File: src/rtl/stbs_pkg.sv
// ----------------------------------------------------------------------------
// stbs_pkg
// Shared types and constants for the sorted table core: table geometry,
// operation codes and the command and status bundles between control and
// datapath.
// ----------------------------------------------------------------------------
package stbs_pkg;

  localparam int TABLE_DEPTH   = 16;
  localparam int ELEMENT_WIDTH = 32;
  localparam int IDX_W         = $clog2(TABLE_DEPTH);
  localparam int CNT_W         = $clog2(TABLE_DEPTH + 1);
  localparam int POS_W         = 5;
  localparam int OP_W          = 2;

  typedef enum logic [OP_W-1:0] {
    OP_CLEAR  = 2'd0,
    OP_INSERT = 2'd1,
    OP_SEARCH = 2'd2,
    OP_NONE   = 2'd3
  } op_e;

  typedef enum logic [1:0] {
    POS_NONE = 2'd0,
    POS_SLOT = 2'd1,
    POS_MID  = 2'd2
  } pos_sel_e;

  typedef struct packed {
    logic     load;       // capture operation and value
    logic     clear;      // empty the table
    logic     ins_init;   // start insert walk from the top entry
    logic     shift;      // move read entry up one place
    logic     place;      // write new value into the gap
    logic     srch_init;  // open search range over the held entries
    logic     probe;      // latch midpoint and read it
    logic     narrow;     // narrow the range to exclude the midpoint
    logic     finish;     // register the result
    pos_sel_e pos_sel;
    logic     found;
    logic     full;
  } dp_cmd_t;

  typedef struct packed {
    op_e  op;
    logic full;
    logic slot_zero;
    logic rd_gt;
    logic rd_eq;
    logic range_empty;
  } dp_status_t;

endpackage

File: src/rtl/sorted_table_insert_and_binary_search_core.sv
// ----------------------------------------------------------------------------
// sorted_table_insert_and_binary_search_core
// Sorted table of signed entries with clear, ordered insert and binary search.
//
// Command channel: a command transfers at a rising edge with start high and
// busy low; operation_i and value_i are sampled then. busy stays high until
// the command has finished, and a new command may transfer in the very cycle
// its predecessor's result is shown.
// Result channel: done_o is high for exactly one cycle per command, with
// position_o, found_o, table_full_o and entry_count_o valid in that cycle.
// There is no back-pressure; the receiver must take each result as shown.
// Sequence after the transfer edge:
//   clear, refused insert, unused code: decoded, then the result is registered
//   insert: decoded, then a shift walk through the table memory moves each
//     entry greater than the value up one place, one entry per cycle, and the
//     value is then written into the gap
//   search: decoded, then probes of one memory read and one compare each, until a hit or an empty range
// Commands are served one at a time: a new command is not accepted until the
// last one's result is shown. Reset empties the table; entries are not cleared in storage.
// ----------------------------------------------------------------------------
module sorted_table_insert_and_binary_search_core import stbs_pkg::*; (
  input  logic                            clk_i,
  input  logic                            rst_ni,
  input  logic                            start,
  output logic                            busy,
  input  logic [OP_W-1:0]                 operation_i,
  input  logic signed [ELEMENT_WIDTH-1:0] value_i,
  output logic                            done_o,
  output logic signed [POS_W-1:0]         position_o,
  output logic                            found_o,
  output logic                            table_full_o,
  output logic [CNT_W-1:0]                entry_count_o
);

  dp_cmd_t    cmd;
  dp_status_t status;

  stbs_ctrl u_ctrl (
    .clk_i    (clk_i),
    .rst_ni   (rst_ni),
    .start    (start),
    .status_i (status),
    .cmd_o    (cmd),
    .busy     (busy)
  );

  stbs_dp u_dp (
    .clk_i         (clk_i),
    .rst_ni        (rst_ni),
    .cmd_i         (cmd),
    .operation_i   (operation_i),
    .value_i       (value_i),
    .status_o      (status),
    .done_o        (done_o),
    .position_o    (position_o),
    .found_o       (found_o),
    .table_full_o  (table_full_o),
    .entry_count_o (entry_count_o)
  );

endmodule

File: src/rtl/stbs_dp.sv
// ----------------------------------------------------------------------------
// stbs_dp
// Datapath: table memory, entry count, insert slot pointer, search bounds,
// comparator and the result registers.
// ----------------------------------------------------------------------------
module stbs_dp import stbs_pkg::*; (
  input  logic                            clk_i,
  input  logic                            rst_ni,
  input  dp_cmd_t                         cmd_i,
  input  logic [OP_W-1:0]                 operation_i,
  input  logic signed [ELEMENT_WIDTH-1:0] value_i,
  output dp_status_t                      status_o,
  output logic                            done_o,
  output logic signed [POS_W-1:0]         position_o,
  output logic                            found_o,
  output logic                            table_full_o,
  output logic [CNT_W-1:0]                entry_count_o
);

  logic signed [ELEMENT_WIDTH-1:0] mem [TABLE_DEPTH];

  op_e                             op_q;
  logic signed [ELEMENT_WIDTH-1:0] val_q;
  logic signed [ELEMENT_WIDTH-1:0] rdata_q;
  logic [CNT_W-1:0]                count_q, count_d;
  logic [IDX_W-1:0]                slot_q;
  logic [CNT_W-1:0]                low_q, hi_q;
  logic [IDX_W-1:0]                mid_q;
  logic [CNT_W:0]                  mid_sum;
  logic [IDX_W-1:0]                mid_w;
  logic [IDX_W-1:0]                rd_addr;
  logic                            we;
  logic signed [ELEMENT_WIDTH-1:0] wdata;
  logic                            done_q;
  logic signed [POS_W-1:0]         pos_q, pos_d;
  logic                            found_q, full_q;
  logic [CNT_W-1:0]                ecount_q;

  // midpoint of the half-open range [low, hi)
  assign mid_sum = (CNT_W+1)'(low_q) + (CNT_W+1)'(hi_q) - (CNT_W+1)'(1);
  assign mid_w   = mid_sum[IDX_W:1];

  always_comb begin
    if (cmd_i.ins_init) begin
      rd_addr = IDX_W'(count_q - CNT_W'(1));
    end else if (cmd_i.shift) begin
      rd_addr = slot_q - IDX_W'(2);
    end else begin
      rd_addr = mid_w;
    end
  end

  assign we    = cmd_i.shift | cmd_i.place;
  assign wdata = cmd_i.shift ? rdata_q : val_q;

  always_ff @(posedge clk_i) begin
    if (we) begin
      mem[slot_q] <= wdata;
    end
    rdata_q <= mem[rd_addr];
  end

  always_comb begin
    count_d = count_q;
    if (cmd_i.clear) begin
      count_d = '0;
    end else if (cmd_i.place) begin
      count_d = count_q + CNT_W'(1);
    end
  end

  always_comb begin
    case (cmd_i.pos_sel)
      POS_SLOT: pos_d = POS_W'(slot_q);
      POS_MID:  pos_d = POS_W'(mid_q);
      default:  pos_d = '1;
    endcase
  end

  always_ff @(posedge clk_i or negedge rst_ni) begin
    if (!rst_ni) begin
      count_q <= '0;
      done_q  <= 1'b0;
    end else begin
      count_q <= count_d;
      done_q  <= cmd_i.finish;
    end
  end

  always_ff @(posedge clk_i) begin
    if (cmd_i.load) begin
      op_q  <= op_e'(operation_i);
      val_q <= value_i;
    end
    if (cmd_i.ins_init) begin
      slot_q <= IDX_W'(count_q);
    end else if (cmd_i.shift) begin
      slot_q <= slot_q - IDX_W'(1);
    end
    if (cmd_i.srch_init) begin
      low_q <= '0;
      hi_q  <= count_q;
    end else if (cmd_i.narrow) begin
      if (rdata_q > val_q) begin
        hi_q <= CNT_W'(mid_q);
      end else begin
        low_q <= CNT_W'(mid_q) + CNT_W'(1);
      end
    end
    if (cmd_i.probe) begin
      mid_q <= mid_w;
    end
    if (cmd_i.finish) begin
      pos_q    <= pos_d;
      found_q  <= cmd_i.found;
      full_q   <= cmd_i.full;
      ecount_q <= count_d;
    end
  end

  assign status_o.op          = op_q;
  assign status_o.full        = (count_q == CNT_W'(TABLE_DEPTH));
  assign status_o.slot_zero   = (slot_q == '0);
  assign status_o.rd_gt       = (rdata_q > val_q);
  assign status_o.rd_eq       = (rdata_q == val_q);
  assign status_o.range_empty = (hi_q <= low_q);

  assign done_o        = done_q;
  assign position_o    = pos_q;
  assign found_o       = found_q;
  assign table_full_o  = full_q;
  assign entry_count_o = ecount_q;

endmodule

File: src/rtl/stbs_ctrl.sv
// ----------------------------------------------------------------------------
// stbs_ctrl
// Controller: sequences the insert walk and the binary search probes and
// issues one result per accepted command.
// ----------------------------------------------------------------------------
module stbs_ctrl import stbs_pkg::*; (
  input  logic       clk_i,
  input  logic       rst_ni,
  input  logic       start,
  input  dp_status_t status_i,
  output dp_cmd_t    cmd_o,
  output logic       busy
);

  typedef enum logic [4:0] {
    S_IDLE       = 5'b00001,
    S_DECODE     = 5'b00010,
    S_INS_SHIFT  = 5'b00100,
    S_SRCH_ISSUE = 5'b01000,
    S_SRCH_CMP   = 5'b10000
  } state_e;

  state_e state_q, state_d;

  always_comb begin
    state_d       = state_q;
    cmd_o         = '0;
    cmd_o.pos_sel = POS_NONE;
    unique case (state_q)
      S_IDLE: begin
        if (start) begin
          cmd_o.load = 1'b1;
          state_d    = S_DECODE;
        end
      end
      S_DECODE: begin
        unique case (status_i.op)
          OP_CLEAR: begin
            cmd_o.clear  = 1'b1;
            cmd_o.finish = 1'b1;
            state_d      = S_IDLE;
          end
          OP_INSERT: begin
            if (status_i.full) begin
              cmd_o.finish = 1'b1;
              cmd_o.full   = 1'b1;
              state_d      = S_IDLE;
            end else begin
              cmd_o.ins_init = 1'b1;
              state_d        = S_INS_SHIFT;
            end
          end
          OP_SEARCH: begin
            cmd_o.srch_init = 1'b1;
            state_d         = S_SRCH_ISSUE;
          end
          default: begin
            cmd_o.finish = 1'b1;
            state_d      = S_IDLE;
          end
        endcase
      end
      S_INS_SHIFT: begin
        // equal entries stay below the new value
        if (!status_i.slot_zero && status_i.rd_gt) begin
          cmd_o.shift = 1'b1;
        end else begin
          cmd_o.place   = 1'b1;
          cmd_o.finish  = 1'b1;
          cmd_o.pos_sel = POS_SLOT;
          state_d       = S_IDLE;
        end
      end
      S_SRCH_ISSUE: begin
        if (status_i.range_empty) begin
          cmd_o.finish = 1'b1;
          state_d      = S_IDLE;
        end else begin
          cmd_o.probe = 1'b1;
          state_d     = S_SRCH_CMP;
        end
      end
      S_SRCH_CMP: begin
        if (status_i.rd_eq) begin
          cmd_o.finish  = 1'b1;
          cmd_o.found   = 1'b1;
          cmd_o.pos_sel = POS_MID;
          state_d       = S_IDLE;
        end else begin
          cmd_o.narrow = 1'b1;
          state_d      = S_SRCH_ISSUE;
        end
      end
      default: begin
        state_d = S_IDLE;
      end
    endcase
  end

  always_ff @(posedge clk_i or negedge rst_ni) begin
    if (!rst_ni) begin
      state_q <= S_IDLE;
    end else begin
      state_q <= state_d;
    end
  end

  assign busy = (state_q != S_IDLE);

endmodule

File: config.mk
export PLATFORM = sky130hd
export DESIGN_NAME = sorted_table_insert_and_binary_search_core
export DESIGN_NICKNAME = d
export VERILOG_FILES = /design/src/rtl/stbs_pkg.sv /design/src/rtl/sorted_table_insert_and_binary_search_core.sv /design/src/rtl/stbs_dp.sv /design/src/rtl/stbs_ctrl.sv
export SDC_FILE = /design/constraint.sdc
export NUM_CORES = 1
export LEC_CHECK = 0
export BUFFER_PORTS_ARGS = -buffer_cell sky130_fd_sc_hd__buf_2
export CELL_PAD_IN_SITES_DETAIL_PLACEMENT = 0
export CELL_PAD_IN_SITES_GLOBAL_PLACEMENT = 1
export CORE_MARGIN = 2
export CORE_UTILIZATION = 50
export DETAILED_ROUTE_END_ITERATION = 6
export PLACE_DENSITY_LB_ADDON = 0.1
export SLEW_MARGIN = 10
export SYNTH_ARGS = -nofsm -noshare
export SYNTH_HDL_FRONTEND = slang
export SYNTH_SLANG_ARGS = --single-unit
File: constraint.sdc
create_clock -name clk_i -period 5.59 [get_ports clk_i]
set_input_delay 1.3975 -clock clk_i [delete_from_list [all_inputs] [get_ports clk_i]]
set_output_delay 1.3975 -clock clk_i [all_outputs]
set_load 0.05 [all_outputs]
# [Yosys cells after proc, flatten, opt, wreduce, memory -nomap -nowiden]
# Memories as Yosys holds them, arrays and structs flattened. A register that Yosys moved wholly into a read port is not among the register bits.
# Index checks and enable logic that the tools add are counted.
[totals] out_inout_bits=14 wordCells=92 mem_count=1 reg_bits=75 inputBits=37 ramBits=512
[memory_table] name="u_dp.mem" words=16 width=32 read_ports=1 rd_ports_with_merged_regs=1 wr=1 line_no="stbs_dp.sv:20" text="logic signed [ELEMENT_WIDTH-1:0] mem [TABLE_DEPTH];"
[classes] addsub=7 muxes=42 bitwise_logic=2 n_eq_ne=14 reduce_logical=11 n_lt_le_gt_ge=2
[op_table] cell="2-to-1 mux 5 bit" count=8
[op_table] cell="== test 32 bit" count=1
[op_table] cell="> comparator 32 bit" count=1
[op_table] cell="2-to-1 mux 32 bit" count=1
[op_table] cell="case mux 5 bit (5 select lines)" count=1
[op_table] cell="2-to-1 mux 4 bit" count=6
[op_table] cell="2-to-1 mux 1 bit" count=17
[op_table] cell="== test 5 bit, second input constant" count=2
[op_table] cell="case mux 5 bit (2 select lines)" count=1
[op_table] cell="case mux 4 bit (2 select lines)" count=1
[op_table] cell="AND reduction 2 bit" count=4
[op_table] cell="subtractor 4 x 1 -> 4 bit, second input constant" count=2
[op_table] cell="2-to-1 mux 3 bit" count=2
[op_table] cell="nonzero test 2 bit" count=3
[op_table] cell="adder 4 x 1 -> 5 bit, second input constant" count=1
[op_table] cell="adder 5 x 1 -> 5 bit, second input constant" count=1
[op_table] cell="adder 5 bit" count=1
[op_table] cell="== test 5 x 1 -> 1 bit, second input constant" count=1
[op_table] cell="== test 5 x 2 -> 1 bit, second input constant" count=1
[op_table] cell="== test 5 x 3 -> 1 bit, second input constant" count=1
[op_table] cell="== test 5 x 4 -> 1 bit, second input constant" count=1
[op_table] cell="less-or-equal comparator 5 bit" count=1
[op_table] cell="!= test 5 x 1 -> 1 bit, second input constant" count=1
[op_table] cell="subtractor 5 x 1 -> 5 bit, second input constant" count=1
[op_table] cell="other kinds (14)" count=18

# [Logic depth before layout (Yosys ltp)]
[logic_depth] word_depth=8 depth_mapped=14

# [Hierarchy]
# Synthesis repeated with hierarchy kept, for this count alone.
[unflattened] hier_cells=1275 area_unflattened_um2=24781.3
[by_module_without_submodules] module="stbs_dp" cells_per_inst=1230 instances=1 seq_area_each_um2=18037.3 area_each_um2=24380.9
[by_module_without_submodules] module="stbs_ctrl" cells_per_inst=45 instances=1 seq_area_each_um2=126.4 area_each_um2=400.4

# [Worst setup path before layout]
# OpenSTA, ideal clock, no wires.
[synth_path] path_type="register to register" startpoint="reg u_ctrl.state_q[3]" endpoint="mem u_dp.mem[3][0], enable pin" arrival_time_ns=3.514 synth_period_minus_slack_ns=3.975 path_slack_ns=1.615 path_stages_with_launch=6 setup_ns=0.461 t_required_ns=5.129 path_buffers=0 cell_sequence="dfrtp_1 nor2_1 nand2_1 nor3_1 nand2_1 nor3_1"
[synth_via] elab_chain_len=5
[synth_lines] element="start: declaration" line_no="stbs_ctrl.sv:23" text="state_e state_q, state_d;"
[synth_lines] element="start signal: assignment" line_no="stbs_ctrl.sv:104" text="state_q <= state_d;"
[synth_lines] element="== test 5 x 3 -> 1 bit" line_no="stbs_ctrl.sv:29" text="unique case (state_q)"
[synth_lines] element="2-to-1 mux 2 bit" line_no="stbs_ctrl.sv:29"
[synth_lines] element="bitwise OR 1 bit" line_no="stbs_dp.sv:53" text="assign we = cmd_i.shift | cmd_i.place;"
[synth_lines] element="2-to-1 mux 1 bit" line_no="stbs_dp.sv:57" text="if (we) begin"
[synth_lines] element="2-to-1 mux 1 bit (implied by the code)" line_no="stbs_dp.sv:58" text="mem[slot_q] <= wdata;"
[synth_lines] element="end: declaration" line_no="stbs_dp.sv:20"
# Every way passes these cells.

# [Worst setup path after layout]
[layout_path] startpoint="reg u_dp.val_q[31]" endpoint="reg u_dp.rdata_q[9], read port of u_dp.mem"
[layout_via] elab_chain_len=6
[layout_lines] element="start: declaration" line_no="stbs_dp.sv:23" text="logic signed [ELEMENT_WIDTH-1:0] val_q;"
[layout_lines] element="start signal: assignment" line_no="stbs_dp.sv:93" text="val_q <= value_i;"
[layout_lines] element="> comparator 32 bit" line_no="stbs_dp.sv:124" text="assign status_o.rd_gt = (rdata_q > val_q);"
[layout_lines] element="logical AND 1 bit" line_no="stbs_ctrl.sv:65" text="if (!status_i.slot_zero && status_i.rd_gt) begin"
[layout_lines] element="2-to-1 mux 1 bit" line_no="stbs_ctrl.sv:65"
[layout_lines] element="2-to-1 mux 2 bit" line_no="stbs_ctrl.sv:29"
[layout_lines] element="2-to-1 mux 4 bit" line_no="stbs_dp.sv:46" text="end else if (cmd_i.shift) begin"
[layout_lines] element="2-to-1 mux 4 bit" line_no="stbs_dp.sv:44" text="if (cmd_i.ins_init) begin"
[layout_lines] element="end: declaration" line_no="stbs_dp.sv:24" text="logic signed [ELEMENT_WIDTH-1:0] rdata_q;"
# Every way passes these cells.
# A chain may end at the register's enable or synchronous reset.

==> results.cfg <==
[finish]
regArea_um2 = 18200
nFillCells = 3601
layout-drive-gt1-share_pct = 24.7
area_delta_synth_final_pct = 14.0
diodes = 0
layout.nets = 1507
utilization_pct = 57.9
multiInputGateArea_um2 = 5890

[cts]
cts_tree = done
cts_setup_buffers = 0
ctsResizeCount = 0
numCtsBuffers = 61
hold_buffers = 0
clk_pin_slew_worst_paths_ns = 0.06
insertion_delay_ns = 0.63
ctsLongestPathBuffers = 3
cts.sink_count = 619
h-tree-depth = 2
cts-root-buf = clkbuf_16

[grt]
grt_pass1_wl_um = 81300
antenna_found_initial = 0
grt-ovfl-total = 0
grt_use_total_pct = 22.7
grt_max_degree = 72
grt_pass1_vias = 12500

[synthesis]
syn_nets = 1382
synth_area_um2 = 24300
synth_cells = 1288
ys.flop_type = edfxtp_1
synth_common_cells = edfxtp_1, mux4_2, nand2_1
synth-seq-area-share_pct = 74.6
synth_top_area_share_pct = 70.4
ys_ff_latch = 619
yosysWarnings = 0
async_flop_share_pct = 1.78
synth_top_cell_by_area = edfxtp_1
synth_edf_count = 571
synthDistinctLibCells = 53
syn_avg_cell_area_um2 = 18.9
synth_area_leaders = edfxtp_1, mux4_2, dfxtp_1, ha_1, a22oi_1
synth_most_common_cell = edfxtp_1

[floorplan]
core-area_um2 = 47900
fp-row-count = 80
ios = 51
die_w_um = 225
start_util_pct = 50.8
die_h_um = 225
die-area_um2 = 50500

[power_and_ir_drop]
swShare_pct = 30.5
p_clk_share_pct = 29.5
vdd_ir_drop_max_mv = 0.445
power_density_nw_per_um2 = 485
power_frac_seq_pct = 41.8
power_mw = 13.5
pwr-share-comb_pct = 28.7
power.leakage_nw = 9.44
power.switching_mw = 4.10
intPower_mw = 9.36

[critical_path]
critPathKind = reg2reg
cp_cell_sequence = inv_1, ha_1, nand4_1, nor4_1, buf_4, a31oi_1, and3_1, and3_1, nor2_1, a311o_2, buf_4, mux4_2, a22oi_1, nand2_1
cp-start-kind = register
crit_buf_inv = 3
reg2reg_depth = 14
worst_r2r_endpoint = u_dp.rdata_q[9]$_DFF_P_
worstPathArrival_ns = 4.95
worst-endpoint-required_ns = 6.09
path_delay_family = simple AND/OR/NAND/NOR gates
critPathMaxFanout = 35
worstSetupEndpointType = register
worstReg2RegStart = u_dp.val_q[31]$_DFFE_PP_
slowest_stage = buf_4
reg2reg_slack_ns = 1.14
cp_slowest_stage_delay_ns = 0.59

[sta]
period_share_pct = 79.6
hold_viol = 0
rsz0062_at_grt = false
min_period_ns = 4.45
tightest_slew_ns = 1.00
finClkSkew_ns = 0.0220
setup_tns_ns = 0
timing.final.ws_setup_ns = 1.14
relSlewSlack_pct = 33.2
drv_slew = 0
max_clock_freq_mhz = 225
finalSetupViolCount = 0

[hold_path]
min_to = u_dp.low_q[4]$_SDFFE_PP0P_
min-delay-start = u_dp.low_q[4]$_SDFFE_PP0P_
hold_path_class = reg2reg
hold_depth = 2

[route]
wl_um = 55400
drt-vias-per-instance = 5.90
via_count = 12300
wl_per_cell_um = 26.6
drt_iter0_drc = 1052
drc = 0
route.antenna.remaining_nets = 0
dr.pass1.iters = 5

[place]
place_congestion = 0.745
numPortBuffers = 50
hpwl_um = 29800
place_worst_setup_slack_ns = 1.10

[run]
maxCapViolCount = 0

[run_status]
outcome = finished clean
## per-layer routing
| layer | vias to the layer above | track usage, % | wire [um] |
|---|---|---|---|
| met3 | 80 | 2.94 | 2630 |
| met5 | - | 0 | 0 |
| met1 | 6473 | 31.4 | 23500 |
| met4 | 0 | 5.81 | 1190 |
| li1 | 5407 | - | - |
| met2 | 308 | 38.4 | 28100 |
## tightest hold or removal path: cells and delay by family, from the launching register on
family	cells	cell delay [ns]
compound gates	1	0.06
flops	1	0.33
simple gates	1	0.07
## power by group through the flow
stage | registers (mW) | clock network (mW) | logic (mW)
finish | 5.62 | 3.97 | 3.85
global route | 5.65 | 4.22 | 4.22
CTS | 5.62 | 4.06 | 3.94
detailed placement | 5.72 | 0 | 3.93
global placement | 5.72 | 0 | 3.88
floorplan | 5.70 | 0 | 2.67
## layout make-up
class / count / area share (%)
sequential: 619 / 65.4
multi-input combinational: 556 / 21.2
clock buffer: 88 / 6.08
timing repair buffer: 115 / 2.79
tap: 615 / 2.77
clock inverter: 28 / 0.919
inverter: 60 / 0.811
## cell families after synthesis
| kind of cell | Yosys count | share of synthesized area (%) |
|---|---|---|
| xor+xnor | 15 | 0.540 |
| fa+ha+maj | 57 | 2.96 |
| mux | 134 | 12.1 |
| simple gates | 193 | 3.55 |
| compound gates | 157 | 4.34 |
| buf+inv | 113 | 1.91 |
| flops | 619 | 74.6 |
## sequential cells by signal (all words and copies together) (netlist names), 5 cells and up
register and flops:
u_ctrl.state_q 5, u_dp.count_q 5, u_dp.entry_count_o 5, u_dp.hi_q 5
u_dp.low_q 5, u_dp.mem 512, u_dp.position_o 5, u_dp.rdata_q 32
u_dp.val_q 32
## worst max path at each step
stage	start	depth (start not counted)	end
2_1_floorplan	u_ctrl.state_q[3]$_DFFE_PN0P_	5	u_dp.mem[3][0]$_DFFE_PP_
3_3_place_gp	u_dp.val_q[17]$_DFFE_PP_	13	u_dp.rdata_q[9]$_DFF_P_
3_5_place_dp	u_dp.val_q[7]$_DFFE_PP_	13	u_dp.rdata_q[9]$_DFF_P_
4_1_cts	u_dp.val_q[19]$_DFFE_PP_	13	u_dp.rdata_q[9]$_DFF_P_
5_1_grt	u_dp.val_q[19]$_DFFE_PP_	13	u_dp.rdata_q[9]$_DFF_P_
6_report	u_dp.val_q[31]$_DFFE_PP_	14	u_dp.rdata_q[9]$_DFF_P_
## cell usage in the layout, fill, tap and decap left out, types with 10 or more instances in the layout
cell type  Yosys  layout
a21oi_1       27      27
a22oi_1       64      64
buf_2          8      50
buf_4          6      62
clkbuf_1      32      22
clkbuf_16      0      62
clkinv_2       0      13
dfrtp_1       10      10
dfxtp_1       37      37
edfxtp_1     571     571
ha_1          56      56
inv_1         60      60
mux4_2       128     128
nand2_1       87      86
nand3_1       12      12
nor2_1        49      32
nor2_4         0      17
o21ai_0       36      36
## per-stage QoR
step / hold WS [ns] / area [um^2] / cells
6_report: 0.494 / 27800 / 2081
5_1_grt: 0.552 / 27800 / 2081
4_1_cts: 0.496 / 27800 / 2081
3_5_place_dp: 0.480 / 25800 / 1965
3_3_place_gp: 0.477 / 25800 / 1965
2_1_floorplan: 0.454 / 24300 / 1288
Power figures use the tool's default switching activity.
